===== config.mk =====
export PLATFORM = sky130hd
export DESIGN_NAME = vec3_isqrt
export DESIGN_NICKNAME = d
export VERILOG_FILES = /design/src/design/vec3_pkg.sv /design/src/design/vec3_isqrt.sv
export SDC_FILE = /design/constraint.sdc
export NUM_CORES = 2
export LEC_CHECK = 0
export BUFFER_PORTS_ARGS = -buffer_cell sky130_fd_sc_hd__buf_4
export CORE_ASPECT_RATIO = 1.2
export CORE_UTILIZATION = 62
export CTS_CLUSTER_DIAMETER = 100
export DETAILED_ROUTE_END_ITERATION = 10
export GPL_TIMING_DRIVEN = 0
export HOLD_SLACK_MARGIN = 0.1
export PLACE_DENSITY = 0.83
export SLEW_MARGIN = 30
export SYNTH_ARGS = -nofsm -noshare
export SYNTH_HDL_FRONTEND = slang
export SYNTH_SLANG_ARGS = --single-unit

===== constraint.sdc =====
create_clock -name clk -period 14.9 [get_ports clk]
set_input_delay 2.98 -clock clk [delete_from_list [all_inputs] [get_ports clk]]
set_output_delay 2.98 -clock clk [all_outputs]
set_load 0.02 [all_outputs]

===== src/design/vec3_pkg.sv =====
// vec3_pkg: shared command codes, control struct and default widths
// for the three-component vector unit. No dependencies.
`timescale 1ns / 1ps
`default_nettype none

package vec3_pkg;

  localparam int CMD_W         = 3;
  localparam int FRAC_BITS_DEF = 16;
  localparam int WORD_BITS_DEF = 32;

  typedef logic [CMD_W-1:0] cmd_t;

  localparam cmd_t CMD_ADD   = 3'd0;
  localparam cmd_t CMD_SUB   = 3'd1;
  localparam cmd_t CMD_CROSS = 3'd2;
  localparam cmd_t CMD_DOT   = 3'd3;
  localparam cmd_t CMD_LSQ   = 3'd4;
  localparam cmd_t CMD_LEN   = 3'd5;
  localparam cmd_t CMD_NORM  = 3'd6;

  typedef struct packed {
    logic valid;
    cmd_t cmd;
  } ctl_t;

endpackage

`default_nettype wire


===== src/design/vec3_isqrt.sv =====
// vec3_isqrt: pipelined integer square root, one result bit per stage.
// Pure datapath; the width default comes from vec3_pkg.
`timescale 1ns / 1ps
`default_nettype none

module vec3_isqrt #(
  parameter int W = vec3_pkg::WORD_BITS_DEF
) (
  input  wire             clk,
  input  wire             ce,
  input  wire [2*W-1:0]   radicand,
  output logic [W-1:0]    root
);

  localparam int RW = 2 * W + 1;

  logic [RW-1:0] rem_q  [W];
  logic [W-1:0]  root_q [W];

  for (genvar k = 0; k < W; k++) begin : g_stage
    localparam int B = W - 1 - k;
    logic [RW-1:0] rem_in, trial;
    logic [W-1:0]  root_in;

    if (k == 0) begin : g_first
      assign rem_in  = RW'(radicand);
      assign root_in = '0;
    end else begin : g_rest
      assign rem_in  = rem_q[k-1];
      assign root_in = root_q[k-1];
    end

    // (2r + 2^b) * 2^b, with r holding only bits above b
    assign trial = (RW'(root_in) << (B + 1)) | (RW'(1) << (2 * B));

    always_ff @(posedge clk) begin
      if (ce) begin
        if (rem_in >= trial) begin
          rem_q[k]  <= rem_in - trial;
          root_q[k] <= root_in | (W'(1) << B);
        end else begin
          rem_q[k]  <= rem_in;
          root_q[k] <= root_in;
        end
      end
    end
  end

  assign root = root_q[W-1];

endmodule

`default_nettype wire


Word level (Yosys, flattened, before mapping)
Memory sizes are Yosys's and may differ from the RTL's. Index checks and enable logic that the tools add are counted.

Bits of input ports: 66. Word-level logic and storage cells: 386. Output and inout port bits: 32. Register bits: 0. RAM bits: 3104. Memories: 2.

Add/subtract/negate cells: 32. Bitwise logic cells: 64. Multiplexer cells: 256. $lt $le $gt $ge: 32.

Memories: rem_q (words 32, width 65, rd ports 31, clocked after memory_dff 0, wr ports 32, line vec3_isqrt.sv:17) `logic [RW-1:0] rem_q [W];`; root_q (words 32, width 32, rd ports 32, clocked after memory_dff 0, wr ports 32, line vec3_isqrt.sv:18) `logic [W-1:0] root_q [W];`.

Operator list (count): $mux 65 (32); $mux 32 (32); $mux 1 (192); $ge 65x33->1 (1); $ge 65x34->1 (1); $ge 65x35->1 (1); $ge 65x36->1 (1); $ge 65x37->1 (1); $ge 65x38->1 (1); $ge 65x39->1 (1); $ge 65x40->1 (1); $ge 65x41->1 (1); $ge 65x42->1 (1); $ge 65x43->1 (1); $ge 65x44->1 (1); $ge 65x45->1 (1); $ge 65x46->1 (1); $ge 65x47->1 (1); $ge 65x48->1 (1); $ge 65x49->1 (1); $ge 65x50->1 (1); $ge 65x51->1 (1); $ge 65x52->1 (1); $ge 65x53->1 (1); other kinds (44) (107).

Longest topological paths before layout
An unclocked memory read counts as a cell.

Word-level depth: 6. Mapped depth: 15. Depth with buffers taken out: 13.

Least setup slack after synthesis
Ideal clock, no wire load.

Path kind: in2reg. From: input port ce. To: memory rem_q[1][780] (netlist bit) (enable). Library setup time: 0.486 ns. Data arrival time: 6.392 ns. Data required time: 14.414 ns. Buffers on the path: 4. Path slack: 8.022 ns. Stages on the path: 4. Cells stage by stage: clkbuf_1 clkbuf_1 clkbuf_1 clkbuf_1.

RTL lines: start, declared (line vec3_isqrt.sv:10) `input wire ce,`; end, declared (line vec3_isqrt.sv:17).

==> flow_summary.ini <==
[timing]
fin_setup_tns_ps = 0
min_period_ps = 6030
fin_crit_sh = 0.404
finalSetupViolCount = 0
finalMaxSlewViolations = 0
slew-limit-headroom = 0.262
tightest_slew_ps = 1100
fin_skew_ps = 55.3
rsz0062_at_grt = false
hold_viol = 0
clock.fmax_ghz = 0.166

[synthesis]
postSynthCellCount = 9853
ys_ff_latch = 2543
synth_cell_types = 93
synthArstFlopShare = 0
netlist_area_mm2 = 0.123
synth_ff_type = edfxtp_1
synth_fp_nets = 10500
synth-edff-count = 2543
yosys_warnings = 0
ys_seq_area_frac = 0.622
avgSynthCellArea_um2 = 12.5

[detailed_routing]
wl_per_cell_um = 25.3
ant_nets = 0
route.detailed.drc = 0
first_iter_violations = 6932
drtPass1Iterations = 7
num_vias = 81700
post_drt_via_cell_ratio = 6.26
drt-total-wl_um = 330000

[power]
p_leak_nw = 51.1
ir_drop_mv = 0.134
p_per_area_mw_per_mm2 = 151

[finish]
syn_to_final_growth_pct = 10.9
stdcell_count = 13100
nets = 10900
layout_commonest_cell = edfxtp_1
final_cell_mix = edfxtp_1 (2543), inv_1 (700), nand2_1 (689)
drive_gt1_frac = 0.0669

[min_path]
min_path_type = register to register

[placement]
portBuffers = 97
place_hpwl_um = 252000
place_congestion = 1.06
placed_cells = 12600

[worst_setup_path]
worstPathRequired_ps = 15520
start_kind = primary input
crit_fanout = 10
ff2ff_setup_slack_ps = 9500
crit_path_end_kind = register
critPathArrivalTime_ps = 6650
critPathKind = primary input to register

[run_status]
status = complete, no violations

[floorplan]
rows = 178
ios = 98
core_area_mm2 = 0.196
die_h_um = 489
floorplan.die.width_um = 408
die-area_mm2 = 0.200
initial_utilization = 0.625

[grt]
grt_pass1_vias = 83000
grt_max_degree = 57
grt_pass1_wl_um = 493000
grt-ovfl-total = 0
grt_usage = 0.330
antenna_found_initial = 13

[clocking]
cts_buffers = 235
cts.clk_slew.worst_paths_ps = 70
cts.sinks = 2543
root_buffer = clkbuf_16
clockBufferDepth = 3
ctsResizeCount = 0
htreeDepth = 4
cts_setup_buffers = 0
clk_latency_ps = 920
hold_buffers = 0
cts_tree = built

[flow_run]
maxCapViolations = 0
==> worst max-delay path, cell delays in order <==
cell and delay (ps):
buf_4 100, inv_2 250, or4_1 640, nor4_1 790
o41ai_1 290, a211oi_2 610, clkbuf_1 550, mux2_1 390
==> per-stage QoR <==
stage	power, mW	hold WS (ps)	util	worst slack, ps	area, µm²
after floorplan	12.8	417	-	8020	123000
after CTS	20.5	436	0.693	8650	136000
after global routing	21.4	451	0.693	8860	136000
after detailed placement	14.3	430	0.652	7710	128000
final	20.6	433	0.693	8870	136000
after global placement	14.2	424	0.645	3720	127000
==> flip-flops by register name (all words and copies together), names as in the netlist <==
| register | flops |
|---|---|
| rem_q | 2015 |
| root_q | 528 |
==> final cells by class <==
class                   instances  area [µm²]
plain buffers                 235        1020
diodes                         10        25.0
inverters                     707        2650
multi-input cells            6368       43000
clock inverters               168        2100
well taps                    2610        3270
flip-flops and latches       2543       76400
fillers                     13200       60200
clock buffers                 269        6050
repair buffers                145        1720
==> routing by layer <==
layer / vias up / GRT usage / share of wire
li1: 37600 / - / -
met1: 39400 / 0.317 / 0.32
met2: 3530 / 0.629 / 0.54
met3: 1135 / 0.0491 / 0.056
met4: 14 / 0.253 / 0.088
met5: - / 0 / 0.00030
==> kinds of logic after synthesis <==
| family | synth area share |
|---|---|
| compound gates | 0.0949 |
| buf+inv | 0.0289 |
| mux | 0.00787 |
| fa+ha+maj | 0.0569 |
| flops | 0.622 |
| xor+xnor | 0.0646 |
| simple gates | 0.125 |
==> cell usage after synthesis (34+ instances only) <==
cell         n  area share
a211oi_1    37      0.0023
a21o_1     275       0.017
a21oi_1    513       0.021
a31oi_1     51      0.0026
and2_1      39      0.0020
and3_1      41      0.0021
clkbuf_1   218      0.0067
edfxtp_1  2543        0.62
ha_1       558       0.057
inv_1      700       0.021
mux2_2      44      0.0040
nand2_1    689       0.021
nand2b_1   110      0.0056
nand3_1    189      0.0077
nand3b_1    34      0.0021
nand4_1    154      0.0078
nor2_1     574       0.018
nor2b_1     75      0.0038
nor3_1     270       0.011
nor4_1     369       0.019
nor4b_1     56      0.0040
o21a_1     103      0.0063
o21ai_0    244      0.0099
o21ai_1    280       0.011
o21bai_1    54      0.0033
o31ai_1     45      0.0028
or2_2       36      0.0018
or3_1      122      0.0062
or4_1       81      0.0050
xnor2_1    457       0.033
xor2_1     448       0.032
==> final timing paths <==
kind | start | to | cells after the start
setup / recovery | ce | rem_q[1][489]$_DFFE_PP_ | 8
setup reg to reg | rem_q[1][745]$_DFFE_PP_ | rem_q[1][822]$_DFFE_PP_ | 13
hold / removal | rem_q[1][67]$_DFFE_PP_ | rem_q[1][132]$_DFFE_PP_ | 0
hold reg to reg | rem_q[1][67]$_DFFE_PP_ | rem_q[1][132]$_DFFE_PP_ | 0
==> power by group <==
part	switching, mW	internal [mW]
Clock	2.76	3.57
Combinational	2.73	1.73
Sequential	0.756	9.03
(Power assumes the default switching activity.)
