File: src/design/vec3_pkg.sv
// vec3_pkg: shared command codes, control struct and default widths
// for the three-component vector unit. No dependencies.
`timescale 1ns / 1ps
`default_nettype none

package vec3_pkg;

  localparam int CMD_W         = 3;
  localparam int FRAC_BITS_DEF = 16;
  localparam int WORD_BITS_DEF = 32;

  typedef logic [CMD_W-1:0] cmd_t;

  localparam cmd_t CMD_ADD   = 3'd0;
  localparam cmd_t CMD_SUB   = 3'd1;
  localparam cmd_t CMD_CROSS = 3'd2;
  localparam cmd_t CMD_DOT   = 3'd3;
  localparam cmd_t CMD_LSQ   = 3'd4;
  localparam cmd_t CMD_LEN   = 3'd5;
  localparam cmd_t CMD_NORM  = 3'd6;

  typedef struct packed {
    logic valid;
    cmd_t cmd;
  } ctl_t;

endpackage

`default_nettype wire

File: src/design/vec3_div.sv
// vec3_div: pipelined restoring divider, (mag << F) / den, one quotient
// bit per stage. Pure datapath; width defaults come from vec3_pkg.
`timescale 1ns / 1ps
`default_nettype none

module vec3_div #(
  parameter int W = vec3_pkg::WORD_BITS_DEF,
  parameter int F = vec3_pkg::FRAC_BITS_DEF
) (
  input  wire          clk,
  input  wire          ce,
  input  wire [W-1:0]  mag,
  input  wire [W-1:0]  den,
  output logic [F:0]   quo
);

  localparam int NW = W + F;
  localparam int N  = F + 1;

  logic [NW-1:0] rem_q [N];
  logic [W-1:0]  den_q [N];
  logic [F:0]    quo_q [N];

  for (genvar j = 0; j < N; j++) begin : g_stage
    localparam int K = F - j;
    logic [NW-1:0] rem_in, trial;
    logic [W-1:0]  den_in;
    logic [F:0]    quo_in;

    if (j == 0) begin : g_first
      assign rem_in = NW'(mag) << F;
      assign den_in = den;
      assign quo_in = '0;
    end else begin : g_rest
      assign rem_in = rem_q[j-1];
      assign den_in = den_q[j-1];
      assign quo_in = quo_q[j-1];
    end

    assign trial = NW'(den_in) << K;

    always_ff @(posedge clk) begin
      if (ce) begin
        den_q[j] <= den_in;
        if (rem_in >= trial) begin
          rem_q[j] <= rem_in - trial;
          quo_q[j] <= quo_in | ((F+1)'(1) << K);
        end else begin
          rem_q[j] <= rem_in;
          quo_q[j] <= quo_in;
        end
      end
    end
  end

  assign quo = quo_q[N-1];

endmodule

`default_nettype wire
File: config.mk
export PLATFORM = sky130hd
export DESIGN_NAME = vec3_div
export DESIGN_NICKNAME = d
export VERILOG_FILES = /design/src/design/vec3_pkg.sv /design/src/design/vec3_div.sv
export SDC_FILE = /design/constraint.sdc
export NUM_CORES = 2
export LEC_CHECK = 0
export BUFFER_PORTS_ARGS = -buffer_cell sky130_fd_sc_hd__buf_2
export CORE_MARGIN = 2
export CORE_UTILIZATION = 69
export CTS_CLUSTER_DIAMETER = 200
export DETAILED_ROUTE_END_ITERATION = 8
export PLACE_DENSITY = 0.86
export SLEW_MARGIN = 0
export SYNTH_ARGS = -nofsm -noshare
export SYNTH_HDL_FRONTEND = slang
export SYNTH_SLANG_ARGS = --single-unit
File: constraint.sdc
create_clock -name clk -period 5.8 [get_ports clk]
set_clock_uncertainty 0.15 [all_clocks]
set_input_delay 1.16 -clock clk [delete_from_list [all_inputs] [get_ports clk]]
set_output_delay 1.16 -clock clk [all_outputs]
set_load 0.03 [all_outputs]
# [Word-level counts from Yosys, hierarchy flattened]
# Memories as Yosys holds them, arrays and structs flattened.
# Index checks and enable logic that the tools add are counted.
[classes] order_cmp=17 n_addsub=17 n_bitwise=34 muxes=138
[ops] cell="2-to-1 mux 48 bit" count=17
[ops] cell="2-to-1 mux 17 bit" count=17
[ops] cell="2-to-1 mux 1 bit" count=104
[ops] cell=">= comparator 48 x 32 -> 1 bit" count=1
[ops] cell=">= comparator 48 x 33 -> 1 bit" count=1
[ops] cell=">= comparator 48 x 34 -> 1 bit" count=1
[ops] cell=">= comparator 48 x 35 -> 1 bit" count=1
[ops] cell=">= comparator 48 x 36 -> 1 bit" count=1
[ops] cell=">= comparator 48 x 37 -> 1 bit" count=1
[ops] cell=">= comparator 48 x 38 -> 1 bit" count=1
[ops] cell=">= comparator 48 x 39 -> 1 bit" count=1
[ops] cell=">= comparator 48 x 40 -> 1 bit" count=1
[ops] cell=">= comparator 48 x 41 -> 1 bit" count=1
[ops] cell=">= comparator 48 x 42 -> 1 bit" count=1
[ops] cell=">= comparator 48 x 43 -> 1 bit" count=1
[ops] cell=">= comparator 48 x 44 -> 1 bit" count=1
[ops] cell=">= comparator 48 x 45 -> 1 bit" count=1
[ops] cell=">= comparator 48 x 46 -> 1 bit" count=1
[ops] cell=">= comparator 48 x 47 -> 1 bit" count=1
[ops] cell=">= comparator 48 bit" count=1
[ops] cell="subtractor 48 x 32 -> 48 bit" count=1
[ops] cell="subtractor 48 x 33 -> 48 bit" count=1
[ops] cell="subtractor 48 x 34 -> 48 bit" count=1
[ops] cell="subtractor 48 x 35 -> 48 bit" count=1
[ops] cell="other kinds (14)" count=47
[word_totals] memories=3 in_bits=66 wordCells=209 register_bits=0 ramBits=1649
[memory_table] memory="rem_q" words=17 width=48 rd=16 rd_ports_with_merged_regs=0 wr=17 line="vec3_div.sv:20" rtl="logic [NW-1:0] rem_q [N];"
[memory_table] memory="den_q" words=17 width=32 rd=16 rd_ports_with_merged_regs=0 wr=17 line="vec3_div.sv:21" rtl="logic [W-1:0] den_q [N];"
[memory_table] memory="quo_q" words=17 width=17 rd=17 rd_ports_with_merged_regs=0 wr=17 line="vec3_div.sv:22" rtl="logic [F:0] quo_q [N];"

# [Depth between registers and ports, before layout]
# An unclocked memory read counts as a cell.
[depth] word_depth=6 depth_mapped=16

# [Worst setup path before layout]
# Ideal clock, no wire load.
[synth_path] path_type="in2reg" startpoint="input port mag[0]" endpoint="memory rem_q[0][19] (netlist name) (data pin)" cell_stages=16 t_arrival_ps=3961 setup_slack_ps=1429 cell_sequence="inv_1 -> ha_1 -> inv_1 -> fa_1 -> a21o_1 -> a21oi_2 -> o221ai_1 -> a21oi_2 -> o21a_1 -> nand2_1 -> a21oi_1 -> o21ai_1 -> a2111o_1 -> buf_2 -> buf_2 -> mux2_2"
[synth_rtl] element="from (decl)" line="vec3_div.sv:12" rtl="input wire [W-1:0] mag,"
[synth_rtl] element="to (decl)" line="vec3_div.sv:20"

==> results.ini <==
[detailed_routing]
via_per_inst = 6.13
drtIter0Drc = 3521
drt-total-wl_um = 169000
drc = 0
drt_first_pass_iters = 8
final_antenna_net_count = 0
wl_per_cell_um = 19.1
vias = 54247

[floorplan]
die_h_um = 337
num_rows = 122
die_w_um = 337
dieArea_sq_um = 113000
start_util_pct = 69.4
core-area_sq_um = 110000
num_io_pins = 83

[sta]
maxSlewViolCount = 0
fmax_mhz = 219
rsz0062_at_grt = no
fin_crit_sh_pct = 78.5
finalHoldViolCount = 0
max_slew_margin_pct = 21.6
worst_slew_pin_slew_ns = 1.17
setup_tns_ns = 0
min_period_ns = 4.56
setup_viol_count_final = 0

[global_route]
grt_max_degree = 195
grt_use_total_pct = 30.0
grt_pass1_vias = 55319
grt_overflow = 0
grt_first_pass_wirelength_um = 269000
antenna_found_initial = 1

[clocking]
postCtsHoldBufs = 0
ctsResizeCount = 0
post_cts_buffers = 0
cts_tree = built
clk_latency_ns = 0.75
cts-root-buf = clkbuf_16
cts_max_level = 4
numCtsBuffers = 139
clock_sinks = 1297
path_clk_slew_ns = 0.06
clock_path_buffers = 3

[hold_path]
holdPathStages = 0
hold_path_class = reg -> reg

[finish]
multi_input_area_sq_um = 34200
drive_gt1_share_pct = 7.04
syn_to_final_growth_pct = 8.37
layout.area.seq_sq_um = 38900
fillers = 7122
fin_nets = 7876

[status]
outcome = complete, no violations

[critical_path]
reg2reg_depth = 11
crit_fanout = 32
worst_setup_path_end_kind = flip-flop
crit_required_ns = 6.14
crit_type = reg -> reg
worstSetupStartpointType = flip-flop
cp.arrival_ns = 4.89

[pwr]
p_int_uw = 26200
p_sw_uw = 15300
combPwrFrac_pct = 42.8
clockPowerShare_pct = 20.9
vdd_drop_max_mv = 0.320
seqPwrFrac_pct = 36.4
report.power.total_uw = 41500
sw_frac_of_total_pct = 36.9
power_density_nw_per_um2 = 501
leakage_uw = 0.0333

[synth]
ys_ff_latch = 1297
synthDominantCellAreaShare_pct = 51.0
synth.area.top_cells = edfxtp_1 51%, ha_1 8.9%, o21ai_0 3.8%
async_flop_share_pct = 0
synth_fp_nets = 7816
postSynthAreaPerCell_sq_um = 10.6
ys_seq_area_share_pct = 51.0
syn_area_sq_um = 76400
ys_warn_count = 0
yosys.cell_count.top_type = edfxtp_1
synth_edf_count = 1297
yosysUniqueCellTypes = 105
syn_inst = 7191
synth_top_area_cell = edfxtp_1
synth_common_cells = 1297 x edfxtp_1, 685 x nand2_1, 667 x inv_1, 576 x o21ai_0, 543 x ha_1
synthFlopType = edfxtp_1

[placed_design]
port_buffers = 82
dp_hpwl_um = 127000
gp_congestion = 1.05

[flow_run]
cap_violations = 0

cell type report:
| cell class | count | area share, % |
|---|---|---|
| flip-flops and latches | 1297 | 47.0 |
| multi-input cells | 5016 | 41.3 |
| clock buffers | 167 | 4.43 |
| inverters | 669 | 3.03 |
| well taps | 1488 | 2.25 |
| repair buffers | 128 | 1.05 |
| clock inverters | 77 | 0.946 |
| diodes | 2 | 0.00604 |
critical path, cell delays in order (launching register included):
cell and delay, ns:
edfxtp_1 0.46, ha_1 0.37, nor2b_1 0.18, o2111ai_1 0.34
a311oi_1 0.18, and3b_1 0.34, a31oi_1 0.19, a21oi_1 0.49
o211ai_1 0.32, a21boi_4 0.81, buf_4 0.34, o21ai_0 0.12
power by group through the flow:
| stage | sequential [uW] | combinational [uW] | clock [uW] |
|---|---|---|---|
| global route | 15300 | 19600 | 9130 |
| floorplan | 14700 | 13500 | 0 |
| finish | 15100 | 17700 | 8660 |
| global placement | 15100 | 16800 | 0 |
| CTS | 15000 | 17500 | 8760 |
| detailed placement | 15200 | 17300 | 0 |
cell families after synthesis:
group | count (synthesis) | synth area share [%]
xor gates and xnor gates | 550 | 6.30
adders and majority gates | 559 | 9.31
buffers and inverters | 878 | 4.44
DFF | 1297 | 51.0
muxes | 113 | 1.65
AOI/OAI and AO/OA | 1947 | 15.9
and+or+nand+nor | 1847 | 11.5
metrics by stage:
step | std cells | hold slack, ns | setup slack (ns) | cell area (sq um) | utilization (%)
2_1_floorplan | 7191 | 0.250 | 1.43 | 76400 | -
3_3_place_gp | 8598 | 0.250 | 0.713 | 78400 | 71.1
3_5_place_dp | 8598 | 0.255 | 0.746 | 78400 | 71.1
4_1_cts | 8842 | 0.263 | 1.31 | 82800 | 75.2
5_1_grt | 8842 | 0.271 | 1.01 | 82800 | 75.2
6_report | 8844 | 0.266 | 1.24 | 82800 | 75.2
final timing paths:
kind                startpoint            to  slack (ns)
hold reg to reg   quo_q[12][7]  quo_q[13][7]        0.27
hold / removal    quo_q[12][7]  quo_q[13][7]        0.27
setup reg to reg  rem_q[6][10]  rem_q[7][36]        1.24
setup / recovery  rem_q[6][10]  rem_q[7][36]        1.24
metal layers:
layer,GRT usage [%],share of wire [%],vias up
met5,0,0,-
met4,22.4,8.0,0
met3,3.43,3.3,660
met2,60.6,56,1661
met1,26.5,33,25599
li1,-,-,26327
layout by cell type, fill, tap and decap left out, types with 62 or more instances in the layout:
| cell | synthesis | final |
|---|---|---|
| xor2_1 | 257 | 257 |
| nor2_1 | 392 | 391 |
| clkbuf_16 | 0 | 143 |
| edfxtp_1 | 1297 | 1297 |
| nor3_1 | 110 | 110 |
| ha_1 | 543 | 543 |
| nand4_1 | 94 | 94 |
| a21o_1 | 294 | 294 |
| nand3_1 | 129 | 129 |
| a31oi_1 | 65 | 62 |
| buf_2 | 54 | 81 |
| mux2_2 | 104 | 104 |
| o21ai_0 | 576 | 576 |
| o21bai_1 | 65 | 65 |
| nand2b_1 | 74 | 74 |
| o21a_1 | 72 | 71 |
| inv_1 | 667 | 667 |
| nor2b_1 | 70 | 69 |
| nand2_1 | 685 | 684 |
| a21oi_1 | 515 | 515 |
| xnor2_1 | 293 | 293 |
registers in the layout, summed over array words and instances, names as in the netlist:
name / cells
den_q: 512
rem_q: 632
quo_q: 153
Power figures use the tool's default switching activity.
